**src/rtl/core/fstk_pkg.sv**
```systemverilog
// Shared types, codes and defaults for the Forth data stack machine.
package fstk_pkg;

    localparam int STACK_DEPTH_DEF = 16;
    localparam int DATA_WIDTH_DEF  = 32;
    localparam int OP_W            = 5;
    localparam int KIND_W          = 2;
    localparam int STATUS_W        = 3;
    localparam int FIELD_W         = 32;

    typedef enum logic [OP_W-1:0] {
        OP_PUSH  = 5'd0,
        OP_LIST  = 5'd1,
        OP_PRINT = 5'd2,
        OP_DUP   = 5'd3,
        OP_DROP  = 5'd4,
        OP_SWAP  = 5'd5,
        OP_OVER  = 5'd6,
        OP_ADD   = 5'd7,
        OP_SUB   = 5'd8,
        OP_MUL   = 5'd9,
        OP_DIV   = 5'd10,
        OP_MOD   = 5'd11,
        OP_EQ    = 5'd12,
        OP_LT    = 5'd13,
        OP_LE    = 5'd14,
        OP_GT    = 5'd15,
        OP_GE    = 5'd16,
        OP_AND   = 5'd17,
        OP_OR    = 5'd18,
        OP_NOT   = 5'd19
    } t_op;

    typedef enum logic [KIND_W-1:0] {
        KIND_ACK   = 2'd0,
        KIND_PRINT = 2'd1,
        KIND_ENTRY = 2'd2,
        KIND_EMPTY = 2'd3
    } t_kind;

    typedef enum logic [STATUS_W-1:0] {
        ST_OK        = 3'd0,
        ST_UNDERFLOW = 3'd1,
        ST_OVERFLOW  = 3'd2,
        ST_DIV_ZERO  = 3'd3,
        ST_HALTED    = 3'd4
    } t_status;

    typedef enum logic [1:0] {
        AS_TOP    = 2'd0,
        AS_SECOND = 2'd1,
        AS_NEXT   = 2'd2,
        AS_INDEX  = 2'd3
    } t_addr_sel;

    typedef enum logic [2:0] {
        WD_LIT    = 3'd0,
        WD_TOP    = 3'd1,
        WD_SECOND = 3'd2,
        WD_NOT    = 3'd3,
        WD_LOGIC  = 3'd4,
        WD_ARITH  = 3'd5
    } t_wdata_sel;

    typedef enum logic [3:0] {
        S_IDLE,
        S_CHECK,
        S_RD_SEC,
        S_LOAD_A,
        S_EXEC,
        S_SWAP2,
        S_ARITH,
        S_AR_WR,
        S_PRINT,
        S_LIST_RD,
        S_LIST_EMIT
    } t_state;

    typedef struct packed {
        logic       capture;
        logic       rd_en;
        t_addr_sel  rd_sel;
        logic       load_b;
        logic       load_a;
        logic       wr_en;
        t_addr_sel  wr_sel;
        t_wdata_sel wd_sel;
        logic       cnt_inc;
        logic       cnt_dec;
        logic       set_halt;
        logic       idx_clr;
        logic       idx_inc;
        logic       ar_start;
        logic       ar_step;
        logic       emit;
        t_kind      emit_kind;
        t_status    emit_status;
        logic       emit_rd;
        logic       emit_last;
    } t_cmd;

    typedef struct packed {
        logic [OP_W-1:0] op;
        t_status         chk;
        logic            cnt_zero;
        logic            idx_last;
        logic            b_zero;
        logic            ar_done;
        logic            out_free;
    } t_sts;

endpackage

```
**src/rtl/core/fstk_ctrl.sv**
```systemverilog
// Controller state machine that sequences each word through the datapath.
module fstk_ctrl (
    input  logic                i_clk,
    input  logic                i_rst_n,
    input  logic                i_valid,
    output logic                o_ready,
    input  fstk_pkg::t_sts      i_sts,
    output fstk_pkg::t_cmd      o_cmd
);

    fstk_pkg::t_state r_state;
    fstk_pkg::t_state n_state;

    always_ff @(posedge i_clk) begin
        if (!i_rst_n) begin
            r_state <= fstk_pkg::S_IDLE;
        end else begin
            r_state <= n_state;
        end
    end

    always_comb begin
        n_state = r_state;
        case (r_state)
            fstk_pkg::S_IDLE: begin
                if (i_valid) begin
                    n_state = fstk_pkg::S_CHECK;
                end
            end
            fstk_pkg::S_CHECK: begin
                if (i_sts.chk != fstk_pkg::ST_OK) begin
                    if (i_sts.out_free) begin
                        n_state = fstk_pkg::S_IDLE;
                    end
                end else begin
                    case (i_sts.op)
                        fstk_pkg::OP_PUSH, fstk_pkg::OP_DROP: begin
                            if (i_sts.out_free) begin
                                n_state = fstk_pkg::S_IDLE;
                            end
                        end
                        fstk_pkg::OP_LIST: begin
                            if (!i_sts.cnt_zero) begin
                                n_state = fstk_pkg::S_LIST_RD;
                            end else if (i_sts.out_free) begin
                                n_state = fstk_pkg::S_IDLE;
                            end
                        end
                        fstk_pkg::OP_PRINT: begin
                            n_state = fstk_pkg::S_PRINT;
                        end
                        default: begin
                            if (i_sts.op inside {[fstk_pkg::OP_DUP:fstk_pkg::OP_NOT]}) begin
                                n_state = fstk_pkg::S_RD_SEC;
                            end else if (i_sts.out_free) begin
                                n_state = fstk_pkg::S_IDLE;
                            end
                        end
                    endcase
                end
            end
            fstk_pkg::S_RD_SEC: begin
                n_state = fstk_pkg::S_LOAD_A;
            end
            fstk_pkg::S_LOAD_A: begin
                n_state = fstk_pkg::S_EXEC;
            end
            fstk_pkg::S_EXEC: begin
                case (i_sts.op)
                    fstk_pkg::OP_MUL: begin
                        n_state = fstk_pkg::S_ARITH;
                    end
                    fstk_pkg::OP_DIV, fstk_pkg::OP_MOD: begin
                        if (!i_sts.b_zero) begin
                            n_state = fstk_pkg::S_ARITH;
                        end else if (i_sts.out_free) begin
                            n_state = fstk_pkg::S_IDLE;
                        end
                    end
                    fstk_pkg::OP_SWAP: begin
                        n_state = fstk_pkg::S_SWAP2;
                    end
                    default: begin
                        if (i_sts.out_free) begin
                            n_state = fstk_pkg::S_IDLE;
                        end
                    end
                endcase
            end
            fstk_pkg::S_SWAP2, fstk_pkg::S_AR_WR, fstk_pkg::S_PRINT: begin
                if (i_sts.out_free) begin
                    n_state = fstk_pkg::S_IDLE;
                end
            end
            fstk_pkg::S_ARITH: begin
                if (i_sts.ar_done) begin
                    n_state = fstk_pkg::S_AR_WR;
                end
            end
            fstk_pkg::S_LIST_RD: begin
                n_state = fstk_pkg::S_LIST_EMIT;
            end
            fstk_pkg::S_LIST_EMIT: begin
                if (i_sts.out_free) begin
                    n_state = i_sts.idx_last ? fstk_pkg::S_IDLE : fstk_pkg::S_LIST_RD;
                end
            end
            default: begin
                n_state = fstk_pkg::S_IDLE;
            end
        endcase
    end

    always_comb begin
        o_cmd   = '0;
        o_ready = 1'b0;
        case (r_state)
            fstk_pkg::S_IDLE: begin
                o_ready       = 1'b1;
                o_cmd.capture = i_valid;
            end
            fstk_pkg::S_CHECK: begin
                o_cmd.idx_clr = 1'b1;
                if (i_sts.chk != fstk_pkg::ST_OK) begin
                    if (i_sts.out_free) begin
                        o_cmd.emit        = 1'b1;
                        o_cmd.emit_status = i_sts.chk;
                        o_cmd.emit_last   = 1'b1;
                        o_cmd.set_halt    = (i_sts.chk != fstk_pkg::ST_HALTED);
                    end
                end else begin
                    case (i_sts.op)
                        fstk_pkg::OP_PUSH: begin
                            if (i_sts.out_free) begin
                                o_cmd.wr_en     = 1'b1;
                                o_cmd.wr_sel    = fstk_pkg::AS_NEXT;
                                o_cmd.wd_sel    = fstk_pkg::WD_LIT;
                                o_cmd.cnt_inc   = 1'b1;
                                o_cmd.emit      = 1'b1;
                                o_cmd.emit_last = 1'b1;
                            end
                        end
                        fstk_pkg::OP_DROP: begin
                            if (i_sts.out_free) begin
                                o_cmd.cnt_dec   = 1'b1;
                                o_cmd.emit      = 1'b1;
                                o_cmd.emit_last = 1'b1;
                            end
                        end
                        fstk_pkg::OP_LIST: begin
                            if (i_sts.cnt_zero && i_sts.out_free) begin
                                o_cmd.emit      = 1'b1;
                                o_cmd.emit_kind = fstk_pkg::KIND_EMPTY;
                                o_cmd.emit_last = 1'b1;
                            end
                        end
                        fstk_pkg::OP_PRINT: begin
                            o_cmd.rd_en  = 1'b1;
                            o_cmd.rd_sel = fstk_pkg::AS_TOP;
                        end
                        default: begin
                            if (i_sts.op inside {[fstk_pkg::OP_DUP:fstk_pkg::OP_NOT]}) begin
                                o_cmd.rd_en  = 1'b1;
                                o_cmd.rd_sel = fstk_pkg::AS_TOP;
                            end else if (i_sts.out_free) begin
                                o_cmd.emit      = 1'b1;
                                o_cmd.emit_last = 1'b1;
                            end
                        end
                    endcase
                end
            end
            fstk_pkg::S_RD_SEC: begin
                o_cmd.load_b = 1'b1;
                o_cmd.rd_en  = 1'b1;
                o_cmd.rd_sel = fstk_pkg::AS_SECOND;
            end
            fstk_pkg::S_LOAD_A: begin
                o_cmd.load_a = 1'b1;
            end
            fstk_pkg::S_EXEC: begin
                case (i_sts.op)
                    fstk_pkg::OP_MUL: begin
                        o_cmd.ar_start = 1'b1;
                    end
                    fstk_pkg::OP_DIV, fstk_pkg::OP_MOD: begin
                        if (!i_sts.b_zero) begin
                            o_cmd.ar_start = 1'b1;
                        end else if (i_sts.out_free) begin
                            o_cmd.emit        = 1'b1;
                            o_cmd.emit_status = fstk_pkg::ST_DIV_ZERO;
                            o_cmd.emit_last   = 1'b1;
                            o_cmd.set_halt    = 1'b1;
                        end
                    end
                    fstk_pkg::OP_SWAP: begin
                        o_cmd.wr_en  = 1'b1;
                        o_cmd.wr_sel = fstk_pkg::AS_SECOND;
                        o_cmd.wd_sel = fstk_pkg::WD_TOP;
                    end
                    default: begin
                        if (i_sts.out_free) begin
                            o_cmd.emit      = 1'b1;
                            o_cmd.emit_last = 1'b1;
                            o_cmd.wr_en     = 1'b1;
                            case (i_sts.op)
                                fstk_pkg::OP_DUP: begin
                                    o_cmd.wr_sel  = fstk_pkg::AS_NEXT;
                                    o_cmd.wd_sel  = fstk_pkg::WD_TOP;
                                    o_cmd.cnt_inc = 1'b1;
                                end
                                fstk_pkg::OP_OVER: begin
                                    o_cmd.wr_sel  = fstk_pkg::AS_NEXT;
                                    o_cmd.wd_sel  = fstk_pkg::WD_SECOND;
                                    o_cmd.cnt_inc = 1'b1;
                                end
                                fstk_pkg::OP_NOT: begin
                                    o_cmd.wr_sel = fstk_pkg::AS_TOP;
                                    o_cmd.wd_sel = fstk_pkg::WD_NOT;
                                end
                                default: begin
                                    o_cmd.wr_sel  = fstk_pkg::AS_SECOND;
                                    o_cmd.wd_sel  = fstk_pkg::WD_LOGIC;
                                    o_cmd.cnt_dec = 1'b1;
                                end
                            endcase
                        end
                    end
                endcase
            end
            fstk_pkg::S_SWAP2: begin
                if (i_sts.out_free) begin
                    o_cmd.wr_en     = 1'b1;
                    o_cmd.wr_sel    = fstk_pkg::AS_TOP;
                    o_cmd.wd_sel    = fstk_pkg::WD_SECOND;
                    o_cmd.emit      = 1'b1;
                    o_cmd.emit_last = 1'b1;
                end
            end
            fstk_pkg::S_ARITH: begin
                o_cmd.ar_step = !i_sts.ar_done;
            end
            fstk_pkg::S_AR_WR: begin
                if (i_sts.out_free) begin
                    o_cmd.wr_en     = 1'b1;
                    o_cmd.wr_sel    = fstk_pkg::AS_SECOND;
                    o_cmd.wd_sel    = fstk_pkg::WD_ARITH;
                    o_cmd.cnt_dec   = 1'b1;
                    o_cmd.emit      = 1'b1;
                    o_cmd.emit_last = 1'b1;
                end
            end
            fstk_pkg::S_PRINT: begin
                if (i_sts.out_free) begin
                    o_cmd.emit      = 1'b1;
                    o_cmd.emit_kind = fstk_pkg::KIND_PRINT;
                    o_cmd.emit_rd   = 1'b1;
                    o_cmd.emit_last = 1'b1;
                end
            end
            fstk_pkg::S_LIST_RD: begin
                o_cmd.rd_en  = 1'b1;
                o_cmd.rd_sel = fstk_pkg::AS_INDEX;
            end
            fstk_pkg::S_LIST_EMIT: begin
                if (i_sts.out_free) begin
                    o_cmd.emit      = 1'b1;
                    o_cmd.emit_kind = fstk_pkg::KIND_ENTRY;
                    o_cmd.emit_rd   = 1'b1;
                    o_cmd.emit_last = i_sts.idx_last;
                    o_cmd.idx_inc   = !i_sts.idx_last;
                end
            end
            default: begin
                o_cmd = '0;
            end
        endcase
    end

endmodule

```
**src/rtl/core/fstk_datapath.sv**
```systemverilog
// Datapath: stack memory, count, halt flag, shift-add and restoring divide unit, result register.
module fstk_datapath #(
    parameter int STACK_DEPTH = fstk_pkg::STACK_DEPTH_DEF,
    parameter int DATA_WIDTH  = fstk_pkg::DATA_WIDTH_DEF
) (
    input  logic                                i_clk,
    input  logic                                i_rst_n,
    input  fstk_pkg::t_cmd                      i_cmd,
    output fstk_pkg::t_sts                      o_sts,
    input  logic [fstk_pkg::OP_W-1:0]           i_operation,
    input  logic signed [fstk_pkg::FIELD_W-1:0] i_literal,
    output logic                                o_valid,
    input  logic                                i_ready,
    output logic signed [fstk_pkg::FIELD_W-1:0] o_value,
    output logic [fstk_pkg::KIND_W-1:0]         o_kind,
    output logic [fstk_pkg::STATUS_W-1:0]       o_status,
    output logic                                o_last
);

    localparam int AW  = $clog2(STACK_DEPTH);
    localparam int CW  = $clog2(STACK_DEPTH + 1);
    localparam int ACW = $clog2(DATA_WIDTH + 1);

    logic [DATA_WIDTH-1:0]        mem [STACK_DEPTH];
    logic [DATA_WIDTH-1:0]        r_rd_data;
    logic [CW-1:0]                r_count;
    logic [CW-1:0]                r_idx;
    logic                         r_halt;
    logic [fstk_pkg::OP_W-1:0]    r_op;
    logic [DATA_WIDTH-1:0]        r_lit;
    logic signed [DATA_WIDTH-1:0] r_a;
    logic signed [DATA_WIDTH-1:0] r_b;
    logic [DATA_WIDTH-1:0]        r_x;
    logic [DATA_WIDTH-1:0]        r_y;
    logic [DATA_WIDTH:0]          r_z;
    logic [ACW-1:0]               r_ar_cnt;
    logic                         r_na;
    logic                         r_nb;
    logic                         r_ovalid;
    logic [DATA_WIDTH-1:0]        r_ovalue;
    fstk_pkg::t_kind              r_okind;
    fstk_pkg::t_status            r_ostatus;
    logic                         r_olast;

    logic [1:0]            need;
    logic [1:0]            grow;
    logic                  is_div;
    logic                  out_free;
    logic [AW-1:0]         rd_addr;
    logic [AW-1:0]         wr_addr;
    logic [DATA_WIDTH-1:0] wr_data;
    logic [DATA_WIDTH-1:0] logic_res;
    logic [DATA_WIDTH-1:0] arith_res;
    logic [DATA_WIDTH-1:0] mag_a;
    logic [DATA_WIDTH-1:0] mag_b;
    logic [DATA_WIDTH:0]   div_trial;
    logic [DATA_WIDTH:0]   div_diff;

    function automatic logic [AW-1:0] sel_addr(
        input fstk_pkg::t_addr_sel sel,
        input logic [CW-1:0]       count,
        input logic [CW-1:0]       idx
    );
        logic [CW-1:0] full;
        case (sel)
            fstk_pkg::AS_TOP:    full = count - CW'(1);
            fstk_pkg::AS_SECOND: full = count - CW'(2);
            fstk_pkg::AS_NEXT:   full = count;
            default:             full = idx;
        endcase
        return full[AW-1:0];
    endfunction

    assign out_free = !r_ovalid || i_ready;
    assign is_div   = (r_op == fstk_pkg::OP_DIV) || (r_op == fstk_pkg::OP_MOD);
    assign rd_addr  = sel_addr(i_cmd.rd_sel, r_count, r_idx);
    assign wr_addr  = sel_addr(i_cmd.wr_sel, r_count, r_idx);
    assign mag_a    = r_a[DATA_WIDTH-1] ? DATA_WIDTH'(-r_a) : DATA_WIDTH'(r_a);
    assign mag_b    = r_b[DATA_WIDTH-1] ? DATA_WIDTH'(-r_b) : DATA_WIDTH'(r_b);
    assign div_trial = {r_z[DATA_WIDTH-1:0], r_y[DATA_WIDTH-1]};
    assign div_diff  = div_trial - {1'b0, r_x};

    always_comb begin
        need = 2'd0;
        grow = 2'd0;
        case (r_op)
            fstk_pkg::OP_PUSH: grow = 2'd1;
            fstk_pkg::OP_PRINT, fstk_pkg::OP_DROP, fstk_pkg::OP_NOT: need = 2'd1;
            fstk_pkg::OP_DUP: begin
                need = 2'd1;
                grow = 2'd1;
            end
            fstk_pkg::OP_OVER: begin
                need = 2'd2;
                grow = 2'd1;
            end
            default: begin
                if (r_op inside {fstk_pkg::OP_SWAP, [fstk_pkg::OP_ADD:fstk_pkg::OP_OR]}) begin
                    need = 2'd2;
                end
            end
        endcase
    end

    always_comb begin
        o_sts.op       = r_op;
        o_sts.cnt_zero = (r_count == '0);
        o_sts.idx_last = ((r_idx + CW'(1)) == r_count);
        o_sts.b_zero   = (r_b == '0);
        o_sts.ar_done  = (r_ar_cnt == ACW'(DATA_WIDTH));
        o_sts.out_free = out_free;
        if (r_halt) begin
            o_sts.chk = fstk_pkg::ST_HALTED;
        end else if (r_count < CW'(need)) begin
            o_sts.chk = fstk_pkg::ST_UNDERFLOW;
        end else if (((CW+1)'(r_count) + (CW+1)'(grow)) > (CW+1)'(STACK_DEPTH)) begin
            o_sts.chk = fstk_pkg::ST_OVERFLOW;
        end else begin
            o_sts.chk = fstk_pkg::ST_OK;
        end
    end

    always_comb begin
        case (r_op)
            fstk_pkg::OP_ADD: logic_res = DATA_WIDTH'(r_a + r_b);
            fstk_pkg::OP_SUB: logic_res = DATA_WIDTH'(r_a - r_b);
            fstk_pkg::OP_EQ:  logic_res = DATA_WIDTH'(r_a == r_b);
            fstk_pkg::OP_LT:  logic_res = DATA_WIDTH'(r_a < r_b);
            fstk_pkg::OP_LE:  logic_res = DATA_WIDTH'(r_a <= r_b);
            fstk_pkg::OP_GT:  logic_res = DATA_WIDTH'(r_a > r_b);
            fstk_pkg::OP_GE:  logic_res = DATA_WIDTH'(r_a >= r_b);
            fstk_pkg::OP_AND: logic_res = DATA_WIDTH'((r_a != '0) && (r_b != '0));
            fstk_pkg::OP_OR:  logic_res = DATA_WIDTH'((r_a != '0) || (r_b != '0));
            default:          logic_res = '0;
        endcase
    end

    always_comb begin
        case (r_op)
            fstk_pkg::OP_DIV: arith_res = (r_na ^ r_nb) ? (~r_y + DATA_WIDTH'(1)) : r_y;
            fstk_pkg::OP_MOD: arith_res = r_na ? (~r_z[DATA_WIDTH-1:0] + DATA_WIDTH'(1))
                                               : r_z[DATA_WIDTH-1:0];
            default:          arith_res = r_z[DATA_WIDTH-1:0];
        endcase
    end

    always_comb begin
        case (i_cmd.wd_sel)
            fstk_pkg::WD_LIT:    wr_data = r_lit;
            fstk_pkg::WD_TOP:    wr_data = r_b;
            fstk_pkg::WD_SECOND: wr_data = r_a;
            fstk_pkg::WD_NOT:    wr_data = DATA_WIDTH'(r_b == '0);
            fstk_pkg::WD_LOGIC:  wr_data = logic_res;
            default:             wr_data = arith_res;
        endcase
    end

    always_ff @(posedge i_clk) begin
        if (i_cmd.wr_en) begin
            mem[wr_addr] <= wr_data;
        end
        if (i_cmd.rd_en) begin
            r_rd_data <= mem[rd_addr];
        end
    end

    always_ff @(posedge i_clk) begin
        if (i_cmd.capture) begin
            r_op  <= i_operation;
            r_lit <= DATA_WIDTH'(i_literal);
        end
        if (i_cmd.load_b) begin
            r_b <= r_rd_data;
        end
        if (i_cmd.load_a) begin
            r_a <= r_rd_data;
        end
        if (i_cmd.idx_clr) begin
            r_idx <= '0;
        end else if (i_cmd.idx_inc) begin
            r_idx <= r_idx + CW'(1);
        end
        if (i_cmd.ar_start) begin
            r_ar_cnt <= '0;
            r_z      <= '0;
            r_na     <= r_a[DATA_WIDTH-1];
            r_nb     <= r_b[DATA_WIDTH-1];
            if (is_div) begin
                r_x <= mag_b;
                r_y <= mag_a;
            end else begin
                r_x <= r_a;
                r_y <= r_b;
            end
        end else if (i_cmd.ar_step) begin
            r_ar_cnt <= r_ar_cnt + ACW'(1);
            if (is_div) begin
                if (!div_diff[DATA_WIDTH]) begin
                    r_z <= div_diff;
                    r_y <= {r_y[DATA_WIDTH-2:0], 1'b1};
                end else begin
                    r_z <= div_trial;
                    r_y <= {r_y[DATA_WIDTH-2:0], 1'b0};
                end
            end else begin
                r_z <= {1'b0, r_z[DATA_WIDTH-1:0] + (r_y[0] ? r_x : '0)};
                r_x <= {r_x[DATA_WIDTH-2:0], 1'b0};
                r_y <= {1'b0, r_y[DATA_WIDTH-1:1]};
            end
        end
        if (i_cmd.emit) begin
            r_ovalue  <= i_cmd.emit_rd ? r_rd_data : '0;
            r_okind   <= i_cmd.emit_kind;
            r_ostatus <= i_cmd.emit_status;
            r_olast   <= i_cmd.emit_last;
        end
    end

    always_ff @(posedge i_clk) begin
        if (!i_rst_n) begin
            r_count  <= '0;
            r_halt   <= 1'b0;
            r_ovalid <= 1'b0;
        end else begin
            if (i_cmd.cnt_inc) begin
                r_count <= r_count + CW'(1);
            end else if (i_cmd.cnt_dec) begin
                r_count <= r_count - CW'(1);
            end
            if (i_cmd.set_halt) begin
                r_halt <= 1'b1;
            end
            if (i_cmd.emit) begin
                r_ovalid <= 1'b1;
            end else if (i_ready) begin
                r_ovalid <= 1'b0;
            end
        end
    end

    assign o_valid  = r_ovalid;
    assign o_value  = fstk_pkg::FIELD_W'($signed(r_ovalue));
    assign o_kind   = r_okind;
    assign o_status = r_ostatus;
    assign o_last   = r_olast;

    a_count_bound: assert property (@(posedge i_clk) disable iff (!i_rst_n)
        r_count <= CW'(STACK_DEPTH))
        else $error("Stack count exceeds the depth.");

    a_halt_sticky: assert property (@(posedge i_clk) disable iff (!i_rst_n)
        r_halt |=> r_halt)
        else $error("Halt flag cleared without reset.");

    a_emit_free: assert property (@(posedge i_clk) disable iff (!i_rst_n)
        i_cmd.emit |-> out_free)
        else $error("Result written while the output register is occupied.");

    a_push_room: assert property (@(posedge i_clk) disable iff (!i_rst_n)
        i_cmd.cnt_inc |-> (r_count < CW'(STACK_DEPTH)))
        else $error("Stack grows past its depth.");

    a_no_halted_write: assert property (@(posedge i_clk) disable iff (!i_rst_n)
        r_halt |-> !i_cmd.wr_en)
        else $error("Stack written after halt.");

endmodule

```
**src/rtl/core/forth_stack_machine.sv**
```systemverilog
// Top level of the Forth data stack machine: controller and datapath.
//
//   Channel  | Handshake          | Fields
//   ---------+--------------------+--------------------------------------
//   input    | i_valid / o_ready  | i_operation, i_literal
//   output   | o_valid / i_ready  | o_value, o_kind, o_status, o_last
//
// One transaction is taken at a time; o_ready is high only while the controller is idle.
// Push, drop, unknown codes and stack errors are answered from the check state; print reads
// the top there and answers from the print state. Other words read the top and second entry,
// load the operands and execute; swap then writes the top. Mul, div and mod run DATA_WIDTH
// steps of the shift-add or restoring divide unit. A listing reads each entry through the
// registered read of the stack memory. Reset clears the stack count, the halt flag and the
// output valid flag; a stalled output holds the controller in each state that emits a result.
module forth_stack_machine #(
    parameter int STACK_DEPTH = fstk_pkg::STACK_DEPTH_DEF,
    parameter int DATA_WIDTH  = fstk_pkg::DATA_WIDTH_DEF
) (
    input  logic                                i_clk,
    input  logic                                i_rst_n,
    input  logic                                i_valid,
    output logic                                o_ready,
    input  logic [fstk_pkg::OP_W-1:0]           i_operation,
    input  logic signed [fstk_pkg::FIELD_W-1:0] i_literal,
    output logic                                o_valid,
    input  logic                                i_ready,
    output logic signed [fstk_pkg::FIELD_W-1:0] o_value,
    output logic [fstk_pkg::KIND_W-1:0]         o_kind,
    output logic [fstk_pkg::STATUS_W-1:0]       o_status,
    output logic                                o_last
);

    fstk_pkg::t_cmd cmd;
    fstk_pkg::t_sts sts;

    fstk_ctrl u_ctrl (
        .i_clk   (i_clk),
        .i_rst_n (i_rst_n),
        .i_valid (i_valid),
        .o_ready (o_ready),
        .i_sts   (sts),
        .o_cmd   (cmd)
    );

    fstk_datapath #(
        .STACK_DEPTH (STACK_DEPTH),
        .DATA_WIDTH  (DATA_WIDTH)
    ) u_datapath (
        .i_clk       (i_clk),
        .i_rst_n     (i_rst_n),
        .i_cmd       (cmd),
        .o_sts       (sts),
        .i_operation (i_operation),
        .i_literal   (i_literal),
        .o_valid     (o_valid),
        .i_ready     (i_ready),
        .o_value     (o_value),
        .o_kind      (o_kind),
        .o_status    (o_status),
        .o_last      (o_last)
    );

endmodule

```
**config.mk**
```make
export PLATFORM = sky130hd
export DESIGN_NAME = forth_stack_machine
export DESIGN_NICKNAME = d
export VERILOG_FILES = /design/src/rtl/core/fstk_pkg.sv /design/src/rtl/core/fstk_ctrl.sv /design/src/rtl/core/fstk_datapath.sv /design/src/rtl/core/forth_stack_machine.sv
export SDC_FILE = /design/constraint.sdc
export NUM_CORES = 2
export LEC_CHECK = 0
export BUFFER_PORTS_ARGS = -buffer_cell sky130_fd_sc_hd__buf_2
export CELL_PAD_IN_SITES_DETAIL_PLACEMENT = 0
export CELL_PAD_IN_SITES_GLOBAL_PLACEMENT = 2
export CORE_MARGIN = 2
export CORE_UTILIZATION = 44
export DETAILED_ROUTE_END_ITERATION = 10
export HOLD_SLACK_MARGIN = 0.12
export PLACE_DENSITY_LB_ADDON = 0.1
export SLEW_MARGIN = 0
export SYNTH_ARGS = -nofsm -noshare
export SYNTH_HDL_FRONTEND = slang
export SYNTH_SLANG_ARGS = --single-unit
```
**constraint.sdc**
```tcl
create_clock -name i_clk -period 8.3 [get_ports i_clk]
set_clock_uncertainty 0.15 [all_clocks]
set_input_delay 1.66 -clock i_clk [delete_from_list [all_inputs] [get_ports i_clk]]
set_output_delay 1.66 -clock i_clk [all_outputs]
set_load 0.01 [all_outputs]
```
==> flow_summary.json <==
{
  "ios": 81,
  "cts_hold_buf": 0,
  "path_max_fanout": 16,
  "whs_endpoint": "u_datapath.r_ar_cnt[1]$_SDFFE_PP0P_",
  "post-place-ws_ns": 2.23,
  "period_needed_ns": 5.68,
  "antenna_found_initial": 1,
  "reg2reg_slack_ns": 2.62,
  "rsz0062_at_grt": "no",
  "cts_made_buffers": 90,
  "ys_seq_area_share_pct": 53.7,
  "first_global_vias": 32000,
  "firstDrtPassIters": 6,
  "hold_class": "register to register",
  "synth-edff-count": 749,
  "rr_worst_depth": 12,
  "netlist.area_leader.share_pct": 51.2,
  "crit_arrival_ns": 6.00,
  "hold_viol_final": 0,
  "portBuffers": 80,
  "r2r_start": "u_datapath.r_b[1]$_DFFE_PP_",
  "synth_top_area_cell": "edfxtp_1",
  "drt_iter0_drc": 2977,
  "finalCritPeriodShare_pct": 68.4,
  "end_kind": "register",
  "regArea_um2": 23600,
  "start_util_pct": 44.5,
  "post-dp-hpwl_um": 95300,
  "synth-seq-cells": 803,
  "vias": 32800,
  "row_count": 115,
  "fp.coreArea_um2": 98600,
  "outcome": "complete, no violations",
  "p_per_area_nw_per_um2": 218,
  "drc": 0,
  "syn_avg_cell_area_um2": 11.1,
  "tightest_slew_ns": 1.40,
  "ant_nets": 0,
  "syn_nets": 4147,
  "cts_tree": "yes",
  "grt_overflow": 0,
  "maxSlewViolCount": 0,
  "cap_violations": 0,
  "grt_max_degree": 147,
  "finalNetCount": 4172,
  "max_freq_ghz": 0.176,
  "grtUsageTotal_pct": 26.7,
  "rr_endpoint": "u_datapath.mem[9][31]$_DFFE_PP_",
  "relSlewSlack_pct": 6.10,
  "root_buffer": "clkbuf_16",
  "fp.dieH_um": 320,
  "fin_tns_setup_ns": 0,
  "clk_latency_ns": 0.68,
  "cts_setup_buffers": 0,
  "area_growth_pct": 11.3,
  "grt_pass1_wl_um": 205000,
  "drive_gt1_share_pct": 12.5,
  "num-fill-cells": 8784,
  "cts_buffer_depth": 3,
  "synth_cell_type_count": 83,
  "finalWirelength_um": 140000,
  "multi_input_area_um2": 19200,
  "yosysWarningCount": 0,
  "ir_worst_vdd_mv": 0.218,
  "routed_via_density": 6.14,
  "cts.htree.levels": 3,
  "synth_area_leaders": "edfxtp_1 (51%), ha_1 (4.0%), a21oi_1 (3.8%), mux2_2 (3.3%), mux2i_1 (3.2%)",
  "crit_type": "register to register",
  "holdCritStartpoint": "u_datapath.r_ar_cnt[1]$_SDFFE_PP0P_",
  "whs_path_depth": 2,
  "die-area_um2": 102000,
  "netlist_area_um2": 43900,
  "cts_resized": 0,
  "fp.dieW_um": 320,
  "clkSinkCount": 803,
  "finalSetupViolCount": 0,
  "worst_slack_ns": 2.62,
  "synth_flop_cell": "edfxtp_1",
  "required_ns": 8.63,
  "wl_per_cell_um": 26.2,
  "syn_inst": 3961,
  "p_leak_uw": 0.0177,
  "ys_async_sr_fraction_pct": 0,
  "clk_pin_slew_worst_paths_ns": 0.06,
  "crit_path_start_kind": "register",
  "gp_congestion": 0.911
}
==> through the flow <==
step                      util (%)  power [µW]  hold slack (ns)  area (µm²)  instances
after floorplan                  -        6180            0.286       43900       3961
after global placement        46.6        6800            0.305       45900       5178
after detailed placement      46.6        6830            0.347       45900       5178
after CTS                     49.5       10700            0.356       48800       5339
after global routing          49.6       11100            0.389       48900       5342
final                         49.6       10700            0.350       48900       5343
==> cells in the mapped netlist, types with 21 or more instances <==
master and count:
edfxtp_1 749, nor2_1 351, a21oi_1 330, nand2_1 294, o21ai_0 261, clkbuf_1 190, ha_1 141, mux2i_1 139
inv_1 131, mux2_2 130, xnor2_1 116, a211oi_1 101, o211ai_1 81, nor3_1 80, nand3_1 57, dfxtp_1 54
xor2_1 53, a31oi_1 46, a21o_1 44, and2_1 39, nand2b_1 38, a221oi_1 37, o31ai_1 37, nor2b_1 30
or3_1 30, mux4_2 27, o21bai_1 25, buf_1 23, nand4_1 22, a221o_1 21, o21a_1 21
==> power by group <==
group          switching (µW)  internal [µW]  total (µW)
logic                    1250            651        1900
registers                 174           4690        4860
clock network            1650           2250        3900
==> per-layer routing <==
metal	GRT usage [%]	vias to the layer above	routed length (µm)
met2	44.5	1114	66300
met5	0	-	0
met1	35.9	16400	60700
li1	-	15100	-
met4	8.91	0	4340
met3	3.80	247	8780
==> how the worst max path moves through the flow <==
stage                                             from                                 to  slack (ns)  cells after the start
after global routing      u_datapath.r_op[0]$_DFFE_PP_    u_datapath.mem[4][11]$_DFFE_PP_        2.62                     15
after CTS                  u_datapath.r_b[1]$_DFFE_PP_    u_datapath.mem[2][25]$_DFFE_PP_        2.91                     10
after floorplan           u_datapath.r_op[0]$_DFFE_PP_  u_datapath.r_rd_data[0]$_DFFE_PP_        1.69                     13
final                      u_datapath.r_b[1]$_DFFE_PP_    u_datapath.mem[9][31]$_DFFE_PP_        2.62                     12
after global placement                         i_ready   u_datapath.mem[10][20]$_DFFE_PP_        2.41                      9
after detailed placement                       i_ready   u_datapath.mem[11][13]$_DFFE_PP_        2.23                     10
==> placed cells by master, fill, tap and decap left out, types with 17 or more instances in the layout <==
cell type  instances
inv_1            130
nor3_1            72
o21a_1            21
mux2_2           130
and3_1            17
a31oi_1           44
ha_1             141
a221oi_1          37
o31ai_1           37
nand4_1           22
a21oi_1          328
nor4_1            18
and2_1            37
o21bai_1          25
xnor2_1          116
nand2b_1          38
a221o_1           21
clkbuf_1          24
nand3_1           57
buf_2             80
a211oi_1         101
nand2_1          293
o22ai_1           20
nor2_4            18
mux4_2            27
o21ai_0          261
buf_4             79
or3_1             30
nor2_1           332
edfxtp_1         749
nor2b_1           30
o211ai_1          81
clkbuf_16         93
dfxtp_1           54
a21o_1            43
mux2i_1          138
xor2_1            53
clkinv_1          17
==> final cells by class <==
type,instances,share of cell area (%)
clock inverters,44,0.945
multi-input cells,2795,39.3
diodes,1,0.00512
repair buffers,163,2.20
well taps,1287,3.30
inverters,133,1.02
flip-flops and latches,803,48.3
clock buffers,117,4.95
==> worst max-delay path: stages (launching register included) <==
cell and delay, ns:
edfxtp_1 0.50, inv_1 0.19, ha_1 0.37, nor2b_1 0.16
o31a_1 0.27, o41ai_1 1.04, nor2_1 0.29, o41ai_1 1.08
o21ai_0 0.45, a211oi_1 0.38, o21ai_0 0.13, a22oi_1 0.18
buf_4 0.28
==> state kept, by name (all words and copies together), names as in the netlist, 2 cells and up <==
name,flops
u_datapath.r_idx,5
u_datapath.r_op,5
u_datapath.r_count,5
u_datapath.r_ar_cnt,6
u_datapath.o_status,3
u_ctrl.r_state,4
u_datapath.mem,512
u_datapath.o_value,32
u_datapath.r_a,32
u_datapath.r_z,32
u_datapath.o_kind,2
u_datapath.r_b,32
u_datapath.r_x,32
u_datapath.r_rd_data,32
u_datapath.r_lit,32
u_datapath.r_y,32
==> logic make-up (layout without fill, tap and decap cells) <==
family / count (synthesis) / after routing / synth area share (%)
compound gates: 1158 / 1158 / 16.9
simple gates: 1027 / 1027 / 10.8
flops: 803 / 803 / 53.7
buf+inv: 363 / 457 / 3.16
mux: 296 / 296 / 7.89
xor+xnor: 169 / 169 / 3.37
fa+ha+maj: 145 / 145 / 4.20
other cells: 0 / 1 / 0
No activity file was read; power rests on OpenSTA's default activity.
